$ cat src/hw/rtl/word_deframer_crc8_check_top_defines.svh
// ------------------------------------------------------------------------
// Assertion macros for the word deframer with CRC-8 check
// Shared property forms, each clocked on a rising edge and disabled in reset.
// ------------------------------------------------------------------------
`ifndef WORD_DEFRAMER_CRC8_CHECK_TOP_DEFINES_SVH
`define WORD_DEFRAMER_CRC8_CHECK_TOP_DEFINES_SVH

// Same-cycle implication
`define WDC8_ASSERT_NOW(label, clk, rst_n, ante, cons, msg) \
    label: assert property (@(posedge clk) disable iff (!rst_n) (ante) |-> (cons)) \
        else $error(msg);

// Next-cycle implication
`define WDC8_ASSERT_NEXT(label, clk, rst_n, ante, cons, msg) \
    label: assert property (@(posedge clk) disable iff (!rst_n) (ante) |=> (cons)) \
        else $error(msg);

`endif

$ cat src/hw/rtl/wdc8_pkg.sv
// ------------------------------------------------------------------------
// wdc8_pkg
// Opcodes, status codes, result type and CRC-8 byte step for the deframer.
// ------------------------------------------------------------------------
package wdc8_pkg;

    // Request opcodes
    localparam logic [1:0] OP_START = 2'd0;
    localparam logic [1:0] OP_BYTE  = 2'd1;
    localparam logic [1:0] OP_END   = 2'd2;

    // Transfer status codes
    localparam logic [1:0] ST_OK     = 2'd0;
    localparam logic [1:0] ST_CRC    = 2'd1;
    localparam logic [1:0] ST_LEN    = 2'd2;
    localparam logic [1:0] ST_NODATA = 2'd3;

    // CRC-8 parameters: polynomial 0x31, init 0xFF, MSB first
    localparam logic [7:0] CRC_POLY = 8'h31;
    localparam logic [7:0] CRC_INIT = 8'hFF;

    typedef struct packed {
        logic        has_result;
        logic [15:0] data_word;
        logic        word_valid;
        logic        finished;
        logic [1:0]  status;
        logic [8:0]  received_length;
    } t_result;

    // Fold one byte into the CRC, eight shift steps
    function automatic logic [7:0] crc8_byte(input logic [7:0] crc_in,
                                             input logic [7:0] data);
        logic [7:0] crc;
        crc = crc_in ^ data;
        for (int b = 0; b < 8; b++) begin
            if (crc[7]) begin
                crc = {crc[6:0], 1'b0} ^ CRC_POLY;
            end else begin
                crc = {crc[6:0], 1'b0};
            end
        end
        return crc;
    endfunction

endpackage

$ cat src/hw/rtl/wdc8_core.sv
// ------------------------------------------------------------------------
// wdc8_core
// Transfer state and per-request result logic; state advances on i_adv.
// ------------------------------------------------------------------------
module wdc8_core
    import wdc8_pkg::*;
(
    input  logic       i_clk,
    input  logic       i_rst_n,
    input  logic       i_adv,
    input  logic [1:0] i_opcode,
    input  logic [7:0] i_rx_byte,
    input  logic [7:0] i_expected_bytes,
    output t_result    o_result
);

    // Bytes held of the current group
    localparam logic [1:0] PH_FIRST  = 2'd0;
    localparam logic [1:0] PH_SECOND = 2'd1;
    localparam logic [1:0] PH_CHECK  = 2'd2;

    logic       r_active,   n_active;
    logic [1:0] r_phase,    n_phase;
    logic [7:0] r_first,    n_first;
    logic [7:0] r_second,   n_second;
    logic [7:0] r_crc,      n_crc;
    logic [8:0] r_length,   n_length;
    logic [7:0] r_expected, n_expected;
    logic [8:0] len_next;
    logic [8:0] total;
    t_result    res;

    // Decode the request against the transfer state
    always_comb begin
        n_active   = r_active;
        n_phase    = r_phase;
        n_first    = r_first;
        n_second   = r_second;
        n_crc      = r_crc;
        n_length   = r_length;
        n_expected = r_expected;
        len_next   = r_length + 9'd2;
        total      = r_length + {7'd0, r_phase};
        res        = '0;
        if (i_adv) begin
            case (i_opcode)
                OP_START: begin
                    n_active   = 1'b1;
                    n_phase    = PH_FIRST;
                    n_length   = '0;
                    n_expected = i_expected_bytes;
                end
                OP_BYTE: begin
                    if (r_active) begin
                        case (r_phase)
                            PH_FIRST: begin
                                n_first = i_rx_byte;
                                n_crc   = crc8_byte(CRC_INIT, i_rx_byte);
                                n_phase = PH_SECOND;
                            end
                            PH_SECOND: begin
                                n_second = i_rx_byte;
                                n_crc    = crc8_byte(r_crc, i_rx_byte);
                                n_phase  = PH_CHECK;
                            end
                            default: begin
                                n_phase = PH_FIRST;
                                res.has_result = 1'b1;
                                if (i_rx_byte != r_crc) begin
                                    // Bad check byte ends the transfer
                                    n_active            = 1'b0;
                                    res.finished        = 1'b1;
                                    res.status          = ST_CRC;
                                    res.received_length = r_length;
                                end else begin
                                    n_length            = len_next;
                                    res.word_valid      = 1'b1;
                                    res.data_word       = {r_first, r_second};
                                    res.received_length = len_next;
                                    if (len_next >= {1'b0, r_expected}) begin
                                        n_active     = 1'b0;
                                        res.finished = 1'b1;
                                        res.status   = (len_next == {1'b0, r_expected}) ?
                                                       ST_OK : ST_LEN;
                                    end
                                end
                            end
                        endcase
                    end
                end
                OP_END: begin
                    if (r_active) begin
                        n_active            = 1'b0;
                        n_phase             = PH_FIRST;
                        n_length            = total;
                        res.has_result      = 1'b1;
                        res.finished        = 1'b1;
                        res.received_length = total;
                        if (total == '0) begin
                            res.status = ST_NODATA;
                        end else if (total == {1'b0, r_expected}) begin
                            res.status = ST_OK;
                        end else begin
                            res.status = ST_LEN;
                        end
                    end
                end
                default: begin
                end
            endcase
        end
    end

    assign o_result = res;

    // Hold transfer state
    always_ff @(posedge i_clk) begin
        if (!i_rst_n) begin
            r_active   <= 1'b0;
            r_phase    <= PH_FIRST;
            r_length   <= '0;
            r_expected <= '0;
        end else begin
            r_active   <= n_active;
            r_phase    <= n_phase;
            r_length   <= n_length;
            r_expected <= n_expected;
        end
    end

    // Group bytes and running CRC
    always_ff @(posedge i_clk) begin
        r_first  <= n_first;
        r_second <= n_second;
        r_crc    <= n_crc;
    end

endmodule

$ cat src/hw/rtl/word_deframer_crc8_check_top.sv
// A request is held in the input register, then its result in the result register.
// Throughput: one request per cycle unless stalled; the CRC folds each data byte.
// Input register and result register advance together whenever the result
// register is empty or being taken.
// Reset (i_rst_n low, synchronous) closes any transfer and empties both registers.
// ------------------------------------------------------------------------
// word_deframer_crc8_check_top
// Byte-stream deframer: checks CRC-8 on each two-byte group, emits words.
// ------------------------------------------------------------------------
`include "word_deframer_crc8_check_top_defines.svh"

module word_deframer_crc8_check_top
    import wdc8_pkg::*;
(
    input  logic        i_clk,
    input  logic        i_rst_n,
    input  logic        i_in_valid,
    output logic        o_in_stall,
    input  logic [1:0]  i_opcode,
    input  logic [7:0]  i_rx_byte,
    input  logic [7:0]  i_expected_bytes,
    output logic        o_out_valid,
    input  logic        i_out_stall,
    output logic [15:0] o_data_word,
    output logic        o_word_valid,
    output logic        o_finished,
    output logic [1:0]  o_status,
    output logic [8:0]  o_received_length
);

    logic       r_in_valid;
    logic [1:0] r_opcode;
    logic [7:0] r_rx_byte;
    logic [7:0] r_expected_bytes;
    logic       r_out_valid;
    t_result    r_out;
    logic       out_free;
    logic       adv;
    t_result    res;

    assign out_free   = !r_out_valid || !i_out_stall;
    assign adv        = r_in_valid && out_free;
    assign o_in_stall = r_in_valid && !out_free;

    // Capture the request
    always_ff @(posedge i_clk) begin
        if (!i_rst_n) begin
            r_in_valid <= 1'b0;
        end else if (!o_in_stall) begin
            r_in_valid <= i_in_valid;
        end
    end

    always_ff @(posedge i_clk) begin
        if (!o_in_stall) begin
            r_opcode         <= i_opcode;
            r_rx_byte        <= i_rx_byte;
            r_expected_bytes <= i_expected_bytes;
        end
    end

    wdc8_core u_core (
        .i_clk            (i_clk),
        .i_rst_n          (i_rst_n),
        .i_adv            (adv),
        .i_opcode         (r_opcode),
        .i_rx_byte        (r_rx_byte),
        .i_expected_bytes (r_expected_bytes),
        .o_result         (res)
    );

    // Load the result register, drop requests without a result
    always_ff @(posedge i_clk) begin
        if (!i_rst_n) begin
            r_out_valid <= 1'b0;
        end else if (out_free) begin
            r_out_valid <= adv && res.has_result;
        end
    end

    always_ff @(posedge i_clk) begin
        if (out_free) begin
            r_out <= res;
        end
    end

    assign o_out_valid       = r_out_valid;
    assign o_data_word       = r_out.data_word;
    assign o_word_valid      = r_out.word_valid;
    assign o_finished        = r_out.finished;
    assign o_status          = r_out.status;
    assign o_received_length = r_out.received_length;

    // Status is only reported on the closing result
    `WDC8_ASSERT_NOW(a_status_on_finish, i_clk, i_rst_n,
        o_out_valid && !o_finished, o_status == ST_OK,
        "status set on a non-final result")
    // A failed check never carries a word
    `WDC8_ASSERT_NOW(a_crc_no_word, i_clk, i_rst_n,
        o_out_valid && o_finished && o_status == ST_CRC, !o_word_valid,
        "word emitted with crc error")
    // No-data status means nothing was counted
    `WDC8_ASSERT_NOW(a_nodata_len, i_clk, i_rst_n,
        o_out_valid && o_finished && o_status == ST_NODATA,
        o_received_length == 9'd0 && !o_word_valid,
        "no-data status with nonzero length")

endmodule
$ cat config.mk
export PLATFORM = sky130hd
export DESIGN_NAME = word_deframer_crc8_check_top
export DESIGN_NICKNAME = d
export VERILOG_FILES = /design/src/hw/rtl/wdc8_pkg.sv /design/src/hw/rtl/wdc8_core.sv /design/src/hw/rtl/word_deframer_crc8_check_top.sv
export VERILOG_INCLUDE_DIRS = /design/src /design/src/hw/rtl
export SDC_FILE = /design/constraint.sdc
export NUM_CORES = 1
export LEC_CHECK = 0
export BUFFER_PORTS_ARGS = -buffer_cell sky130_fd_sc_hd__buf_2
export CORE_MARGIN = 2
export CORE_UTILIZATION = 50
export DETAILED_ROUTE_END_ITERATION = 10
export GPL_ROUTABILITY_DRIVEN = 0
export GPL_TIMING_DRIVEN = 1
export HOLD_SLACK_MARGIN = 0.08
export PLACE_DENSITY = 0.7
export SYNTH_ARGS = -nofsm -noshare
export SYNTH_HDL_FRONTEND = slang
export SYNTH_HIERARCHICAL = 1
export SYNTH_SLANG_ARGS = --single-unit
$ cat constraint.sdc
create_clock -name i_clk -period 7.9 [get_ports i_clk]
set_input_delay 1.58 -clock i_clk [delete_from_list [all_inputs] [get_ports i_clk]]
set_output_delay 1.58 -clock i_clk [all_outputs]
set_load 0.005 [all_outputs]
* Word level (Yosys, flattened, before mapping) *
Index checks and enable logic that the tools add are counted.

word-level totals
  memory bits (read-only) = 0
  RAM bits = 0
  input port bits = 22
  memories kept = 0
  register bits = 93
  bits in latches = 0

operators by class
  equal/unequal tests = 10
  reduce and logical (&&, ||, !) cells = 22
  shift-type cells = 0
  multiplexer cells = 101
  add/subtract/negate cells = 2
  bitwise logic cells = 21
  divide/modulo/power cells = 0
  multiply operators = 0
  order comparisons = 1

operator list
  operator             number
  $mux 8               56
  $mux 6               16
  $mux 30              3
  $not 3->3            16
  $mux 9               4
  $mux 17              2
  $pmux 9 s3           1
  $mux 12              2
  $pmux 12 s2          1
  $eq 9x8->1           2
  $pmux 8 s2           1
  $reduce_and 4->1     4
  $mux 2               5
  $add 9x2->9          1
  $add 9x2->9 const B  1
  $ge 9x8->1           1
  $logic_not 9->1      1
  $ne 8x8->1           1
  $not 8->8            1
  $xor 8x8->8          1
  $pmux 2 s3           1
  $reduce_and 6->1     1
  $reduce_or 6->1      1
  $mux 1               5
  other kinds (18)     29

* Longest topological paths before layout *
Gate-level depths: netlist of the first run.

  depth after elaboration = 46
  depth in mapped cells = 12
  mapped depth without buffers = 11

* By module *
The synthesis of the first run kept the hierarchy.

by module, submodules not included
  module                        cells each  area an instance (µm²)  instances
  wdc8_core                     393         3417.0                  1
  word_deframer_crc8_check_top  56          1495.2                  1

* Worst setup path before layout of the first run *
OpenSTA, ideal clock, no wires.

  kind = input port to flip-flop
  start point = input i_out_stall
  end point = register u_core.r_second[0], enable pin
  path slack = 3927 ps
  required time = 7568 ps
  arrival = 3641 ps
  library setup time = 332 ps
  stages = 5
  cells stage by stage = nand2_1 -> and2_2 -> nand2_1 -> nor3_1 -> and2_1

between the ends
  cells in the longest elaborated chain, start to end = 4

RTL lines
  what                               line                                source
  start: declaration                 word_deframer_crc8_check_top.sv:23  input logic i_out_stall,
  $logic_not 1->1                    word_deframer_crc8_check_top.sv:41  assign out_free = !r_out_valid || !i_out_stall;
  $logic_or 1x1->1                   word_deframer_crc8_check_top.sv:41
  $logic_and 1x1->1                  word_deframer_crc8_check_top.sv:42  assign adv = r_in_valid && out_free;
  named net adv                      word_deframer_crc8_check_top.sv:38  logic adv;
  $reduce_and 4->1 (no source line)  --
  end signal: assignment             wdc8_core.sv:134                    r_second <= n_second;
  end: declaration                   wdc8_core.sv:25                     logic [7:0] r_second, n_second;

The timed path passes the listed nets, and every way through them passes these cells.
A chain may end at the register's enable or synchronous reset.

* Worst setup path in the final report of the first run *
  start point = input i_out_stall
  end point = register u_core.r_second[0], enable pin

between the ends
  cells in the longest elaborated chain, start to end = 4

RTL lines
  what                               line                                source
  $logic_not 1->1                    word_deframer_crc8_check_top.sv:41
  $logic_or 1x1->1                   word_deframer_crc8_check_top.sv:41
  named net out_free                 word_deframer_crc8_check_top.sv:37  logic out_free;
  $logic_and 1x1->1                  word_deframer_crc8_check_top.sv:42
  named net adv                      word_deframer_crc8_check_top.sv:38
  $reduce_and 4->1 (no source line)  --

The timed path passes the listed nets, and every way through them passes these cells.

==> results of run 1 <==
[per-stage QoR]
stage	setup WS, ns	hold WS [ns]	area, um2
6_report	3.46	0.487	5420
3_5_place_dp	3.03	0.479	5220
3_3_place_gp	3.11	0.457	5220
4_1_cts	3.45	0.493	5420
5_1_grt	3.22	0.532	5420
2_1_floorplan	3.93	0.444	4910
[worst paths after layout]
path	start	endpoint	depth (start not counted)
setup / recovery	i_out_stall	u_core/r_second[0]	6
hold / removal	u_core/r_expected[3]	u_core/r_expected[3]	2
setup reg to reg	o_out_valid	u_core/r_second[0]	5
hold reg to reg	u_core/r_expected[3]	u_core/r_expected[3]	2
[sequential cells by signal, indices dropped and copies added, names as in the netlist, 2 cells and up]
name	cells
o_data_word	16
o_received_length	9
u_core/r_length	9
r_expected_bytes	8
r_rx_byte	8
u_core/r_crc	8
u_core/r_expected	8
u_core/r_first	8
u_core/r_second	8
o_status	2
r_opcode	2
u_core/r_phase	2
[synthesized netlist by cell type, drive strengths merged (3+ instances only)]
| master | instances | area (um2) |
|---|---|---|
| nor2 | 25 | 93.8 |
| a211oi | 3 | 22.5 |
| edfxtp | 71 | 2130 |
| nand2 | 35 | 131 |
| nor3 | 11 | 55.1 |
| nand4 | 5 | 31.3 |
| o211ai | 3 | 22.5 |
| clkbuf | 16 | 60.1 |
| buf | 11 | 70.1 |
| a21o | 3 | 22.5 |
| xor2 | 30 | 263 |
| o22ai | 3 | 18.8 |
| and3 | 6 | 37.5 |
| and2 | 21 | 133 |
| ha | 16 | 200 |
| o21ai | 13 | 65.1 |
| a21oi | 12 | 63.8 |
| dfxtp | 22 | 440 |
| o21a | 4 | 30.0 |
| xnor2 | 32 | 288 |
| o2111ai | 3 | 26.3 |
| nand3 | 24 | 125 |
| a22oi | 8 | 60.1 |
| a22o | 3 | 26.3 |
| nor4 | 5 | 43.8 |
| nand2b | 4 | 25.0 |
| inv | 17 | 63.8 |
| a21boi | 17 | 128 |
[logic make-up (layout without fill, tap and decap cells)]
kind of cell               Yosys count  after routing  share of synthesized area
buffers and inverters               44             86                     0.0395
adders and majority gates           17             17                     0.0448
and+or+nand+nor                    143            143                      0.148
AOI/OAI and AO/OA                   88             88                      0.128
DFF                                 93             93                      0.524
muxes                                2              2                    0.00408
xor gates and xnor gates            62             62                      0.112
[layout by cell type (no fill, tap or decap), types with 6 or more instances in the layout]
| cell type | Yosys | final |
|---|---|---|
| xnor2_1 | 31 | 31 |
| xor2_1 | 30 | 30 |
| clkbuf_8 | 0 | 9 |
| dfxtp_1 | 22 | 22 |
| and2_1 | 19 | 19 |
| nor2_1 | 25 | 25 |
| o21ai_0 | 11 | 11 |
| a21boi_0 | 16 | 16 |
| and3_1 | 6 | 6 |
| nor3_1 | 11 | 11 |
| inv_1 | 16 | 16 |
| nand2_1 | 35 | 35 |
| ha_1 | 16 | 16 |
| edfxtp_1 | 71 | 71 |
| nand3_1 | 23 | 23 |
| a22oi_1 | 8 | 8 |
| a21oi_1 | 11 | 11 |
| buf_2 | 5 | 52 |
[routing by layer]
layer / vias up / track usage / share of wire
met2: 156 / 0.296 / 0.44
met4: 0 / 0.0658 / 0.024
met3: 19 / 0.0522 / 0.078
met1: 1565 / 0.284 / 0.46
met5: - / 0 / 0
li1: 1688 / - / -
[report_power, final]
group          total (uW)  switching, uW  internal [uW]  leakage, uW
Combinational        58.0           33.0           25.0      0.00103
Clock                 310            185            125    0.0000990
Sequential            540           8.30            531     0.000942
[worst reg2reg max path, delay by kind of cell (launching register included)]
kind          cells  cell delay [ns]
simple gates      5             2.79
flops             1             0.35
[layout make-up]
cell class                      instances  area (um2)  area share
Timing Repair Buffer                   53         268      0.0494
Multi-Input combinational cell        312        2150       0.396
Inverter                               17        63.8      0.0118
Sequential cell                        93        2570       0.475
Clock inverter                          7        80.1      0.0148
Tap cell                              133         166      0.0307
Clock buffer                            9         124      0.0229
==> impl_metrics.csv, run 1 <==
group,metric,value,unit
power_and_ir_drop,p_leak,0.00207,uW
worst_setup_path,path_max_fanout,31,
worst_setup_path,crit_type,"in2reg",
floorplanning,die_y,103,um
sta,setup_viol,0,
floorplanning,die_w,103,um
placement,portBuffers,52,
finish,area_delta_synth_final,10.3,%
sta,fin_crit,4.44,ns
worst_setup_path,cpMaxStageDelayCell,"nor3_1",
worst_setup_path,critPathCaptureType,"register",
sta,finalHoldViolCount,0,
flow_run,maxCapViolations,0,
clock_tree,clock-sinks,93,
worst_setup_path,path_buf_inv,1,
worst_setup_path,critical_path_arrival,4.48,ns
logic_synthesis,synth-edff-count,71,
global_route,grt_pass1_wl,16200,um
floorplanning,die_area,10600,um2
global_route,antenna_found_initial,0,
route,wl,10100,um
logic_synthesis,ys_ff_latch,93,
sta,skew,0.0106,ns
finish,fin_util,0.562,
sta,tns,0,ns
worst_setup_path,cp.required,7.94,ns
power_and_ir_drop,vdd_drop_max,0.116,mV
finish,finalNetCount,525,
power_and_ir_drop,finalPower,907,uW
sta,fin_crit_sh,0.562,
clock_tree,htreeDepth,3,
worst_setup_path,rrSetupSlack,4.43,ns
clock_tree,clockRootBuffer,"clkbuf_8",
sta,rsz0062_at_grt,"false",
status,status,"completed",
finish,final_cells,624,
route,drc_errors,0,
global_route,grt_pass1_vias,3215,
sta,fmax,225,MHz
clock_tree,cts_tree,"built",
placement,dp.cells,608,
clock_tree,clk_latency,0.36,ns
logic_synthesis,syn-instance-count,449,
route,vias_per_cell,5.49,
logic_synthesis,yosysSeqAreaShare,0.524,
sta,slew_viol_final,0,
route,final_antenna_net_count,0,
power_and_ir_drop,p_per_area,167,nW/um2
global_route,grt_remaining_overflow,0,
logic_synthesis,syn_area_per_cell,10.9,um2
floorplanning,rows,36,
worst_setup_path,worstPathCellList,"buf_2, nand2_1, and2_2, nand2_1, nor3_1, and2_1",
placement,hpwl,7140,um
clock_tree,postCtsResizedCells,0,
worst_hold_path,hold_class,"reg2reg",
route,dr.pass1.iters,5,
finish,drive_gt1_frac,0.161,
floorplanning,core,9640,um2
route,wire_per_inst,16.1,um
logic_synthesis,synth_fp_nets,488,
worst_setup_path,startpoint_type,"input pin",
clock_tree,cts_inserted_buffers,9,
worst_setup_path,critPathTopFamily,"simple AND/OR/NAND/NOR gates",
logic_synthesis,synth_cell_types,60,
floorplanning,start_util,0.510,
worst_setup_path,crit_top_cell,"nand2_1",
route,drtIter0Drc,307,
route,route.vias.total,3428,
logic_synthesis,synth_ff_type,"edfxtp_1",
floorplanning,io-pin-count,53,
clock_tree,clk_path_buf_depth,2,
global_route,grt_usage,0.199,
clock_tree,cts_setup_buffers,0,
sta,tightest_slew,1.18,ns
clock_tree,clk_pin_slew,0.10,ns
finish,num_antenna_cells,0,
logic_synthesis,ys_warn_count,6,
worst_setup_path,crit_path_max_incr_delay,0.90,ns
clock_tree,postCtsHoldBufs,0,
finish,nFillCells,846,
logic_synthesis,async_reset_ff_frac,0,
sta,maxSlewHeadroom,0.210,
logic_synthesis,syn-cell-area,4910,um2
global_route,grt_start_max_net_pins,32,
No activity file was read; power rests on OpenSTA's default activity.
==> inputs of run 2 (changes only) <==
--- a/config.mk
+++ b/config.mk
@@ -13,7 +13,7 @@
 export GPL_ROUTABILITY_DRIVEN = 0
 export GPL_TIMING_DRIVEN = 1
 export HOLD_SLACK_MARGIN = 0.08
-export PLACE_DENSITY = 0.7
+export PLACE_DENSITY = 0.72
 export SYNTH_ARGS = -nofsm -noshare
 export SYNTH_HDL_FRONTEND = slang
 export SYNTH_HIERARCHICAL = 1
==> constraint.sdc (replaced) <==
create_clock -name i_clk -period 3.82 [get_ports i_clk]
set_input_delay 0.764 -clock i_clk [delete_from_list [all_inputs] [get_ports i_clk]]
set_output_delay 0.764 -clock i_clk [all_outputs]
set_load 0.005 [all_outputs]
==> impl_metrics.csv, run 2 (synthesis gave the netlist of run 1 again) <==
group,metric,value,unit
route,vias_per_cell,5.62,
floorplanning,die_y,103,um
sta,rsz0062_at_grt,"false",
status,violations,"DRC",
worst_setup_path,critical_path_arrival,3.03,ns
route,final_antenna_net_count,0,
sta,skew,0.0120,ns
floorplanning,start_util,0.510,
clock_tree,cts_setup_buffers,0,
floorplanning,rows,36,
sta,fin_crit,2.94,ns
finish,largest_reg_flops,16,
sta,finalHoldViolCount,0,
worst_setup_path,critPathCaptureType,"register",
finish,fin_util,0.564,
global_route,grt_pass1_wl,16200,um
worst_setup_path,path_max_fanout,17,
global_route,grt_usage,0.200,
clock_tree,cts_inserted_buffers,9,
power_and_ir_drop,vdd_drop_max,0.159,mV
power_and_ir_drop,p_per_area,345,nW/um2
finish,layout_common_cells,"71 x edfxtp_1, 52 x buf_2, 35 x nand2_1",
finish,area_delta_synth_final,10.6,%
worst_hold_path,hold_class,"reg2reg",
placement,dp.cells,610,
sta,maxSlewHeadroom,0.574,
global_route,grt_remaining_overflow,0,
clock_tree,clockRootBuffer,"clkbuf_8",
route,dr.pass1.iters,10,
sta,tns,0,ns
worst_setup_path,r2r_end,"o_status[1]",
floorplanning,die_w,103,um
route,drc_errors,1,
route,wire_per_inst,16.0,um
clock_tree,htreeDepth,3,
flow_run,maxCapViolations,0,
clock_tree,postCtsResizedCells,0,
floorplanning,die_area,10600,um2
clock_tree,clk_latency,0.36,ns
sta,tightest_slew,0.639,ns
clock_tree,clock-sinks,93,
finish,num_antenna_cells,0,
sta,slew_viol_final,0,
floorplanning,core,9640,um2
worst_hold_path,hold_depth,2,
finish,finalNetCount,527,
placement,portBuffers,52,
worst_setup_path,cp.required,3.91,ns
placement,place_area,5230,um2
finish,fin_area,5440,um2
placement,hpwl,7170,um
route,drtIter0Drc,451,
finish,nFillCells,840,
global_route,grt_pass1_vias,3237,
finish,final_common_cell,"edfxtp_1",
finish,final_cells,626,
sta,fin_crit_sh,0.768,
route,wl,9990,um
worst_hold_path,hp-start,"u_core/r_expected[3]",
sta,setup_viol,0,
global_route,grt_start_max_net_pins,31,
clock_tree,clk_path_buf_depth,2,
clock_tree,cts_tree,"built",
clock_tree,clk_pin_slew,0.10,ns
worst_hold_path,min_delay_worst_endpoint,"u_core/r_expected[3]",
route,route.vias.total,3521,
worst_setup_path,rrSetupSlack,0.88,ns
worst_setup_path,startpoint_type,"register",
floorplanning,io-pin-count,53,
global_route,antenna_found_initial,0,
status,status,"finished with violations",
worst_setup_path,crit_type,"reg2reg",
clock_tree,postCtsHoldBufs,0,
worst_setup_path,worst-r2r-cell-count,9,
finish,drive_gt1_frac,0.164,
power_and_ir_drop,finalPower,1880,uW
sta,fmax,341,MHz
worst_setup_path,r2r_start,"u_core/r_length[4]",
power_and_ir_drop,p_leak,0.00208,uW
[run 2: cell types whose count changed in the layout (fill, tap and decap cells not counted), sizes merged]
cell	before	now
buf	53	55
[run 2: worst max-delay path by stage]
stage | startpoint | to | slack [ns]
2_1_floorplan | i_out_stall | u_core/r_second[0] | 0.66
4_1_cts | u_core/r_length[4] | o_status[1] | 0.91
3_5_place_dp | u_core/r_length[4] | o_status[1] | 0.93
5_1_grt | u_core/r_length[4] | o_status[1] | 0.64
3_3_place_gp | u_core/r_length[4] | o_status[1] | 1.05
6_report | u_core/r_length[4] | o_status[1] | 0.88
[run 2: critical path: stages (launching register included)]
cell and delay, ns:
dfxtp_1 0.70, nand3_1 0.18, nor2_1 0.31, xor2_1 0.19, ha_1 0.27, a22o_1 0.21, nor4_1 0.36, a21oi_1 0.13
o2111ai_1 0.20, o211ai_1 0.12
[run 2: layout make-up]
type,instances,area (um2),share of cell area
Sequential cell,93,2570,0.473
Clock inverter,7,80.1,0.0147
Timing Repair Buffer,55,283,0.0520
Multi-Input combinational cell,312,2150,0.395
Clock buffer,9,124,0.0228
Tap cell,133,166,0.0306
Inverter,17,63.8,0.0117
[run 2: where the power goes]
group	switching [uW]	total (uW)	leakage, uW	internal, uW
combinational	71.4	123	0.00104	51.9
clock	380	639	0.0000990	258
sequential	17.1	1120	0.000942	1100
[run 2: metal layers]
metal | vias up | GRT usage | routed length [um]
met2 | 186 | 0.290 | 4330
met3 | 32 | 0.0359 | 774
met4 | 0 | 0.101 | 318
met1 | 1618 | 0.287 | 4570
met5 | - | 0 | 0
li1 | 1685 | - | -
[run 2: metrics by stage]
step | setup WS, ns | hold slack (ns)
after global placement | 1.05 | 0.463
after CTS | 0.911 | 0.490
after floorplan | 0.663 | 0.444
after global routing | 0.643 | 0.518
after detailed placement | 0.931 | 0.476
final | 0.885 | 0.485
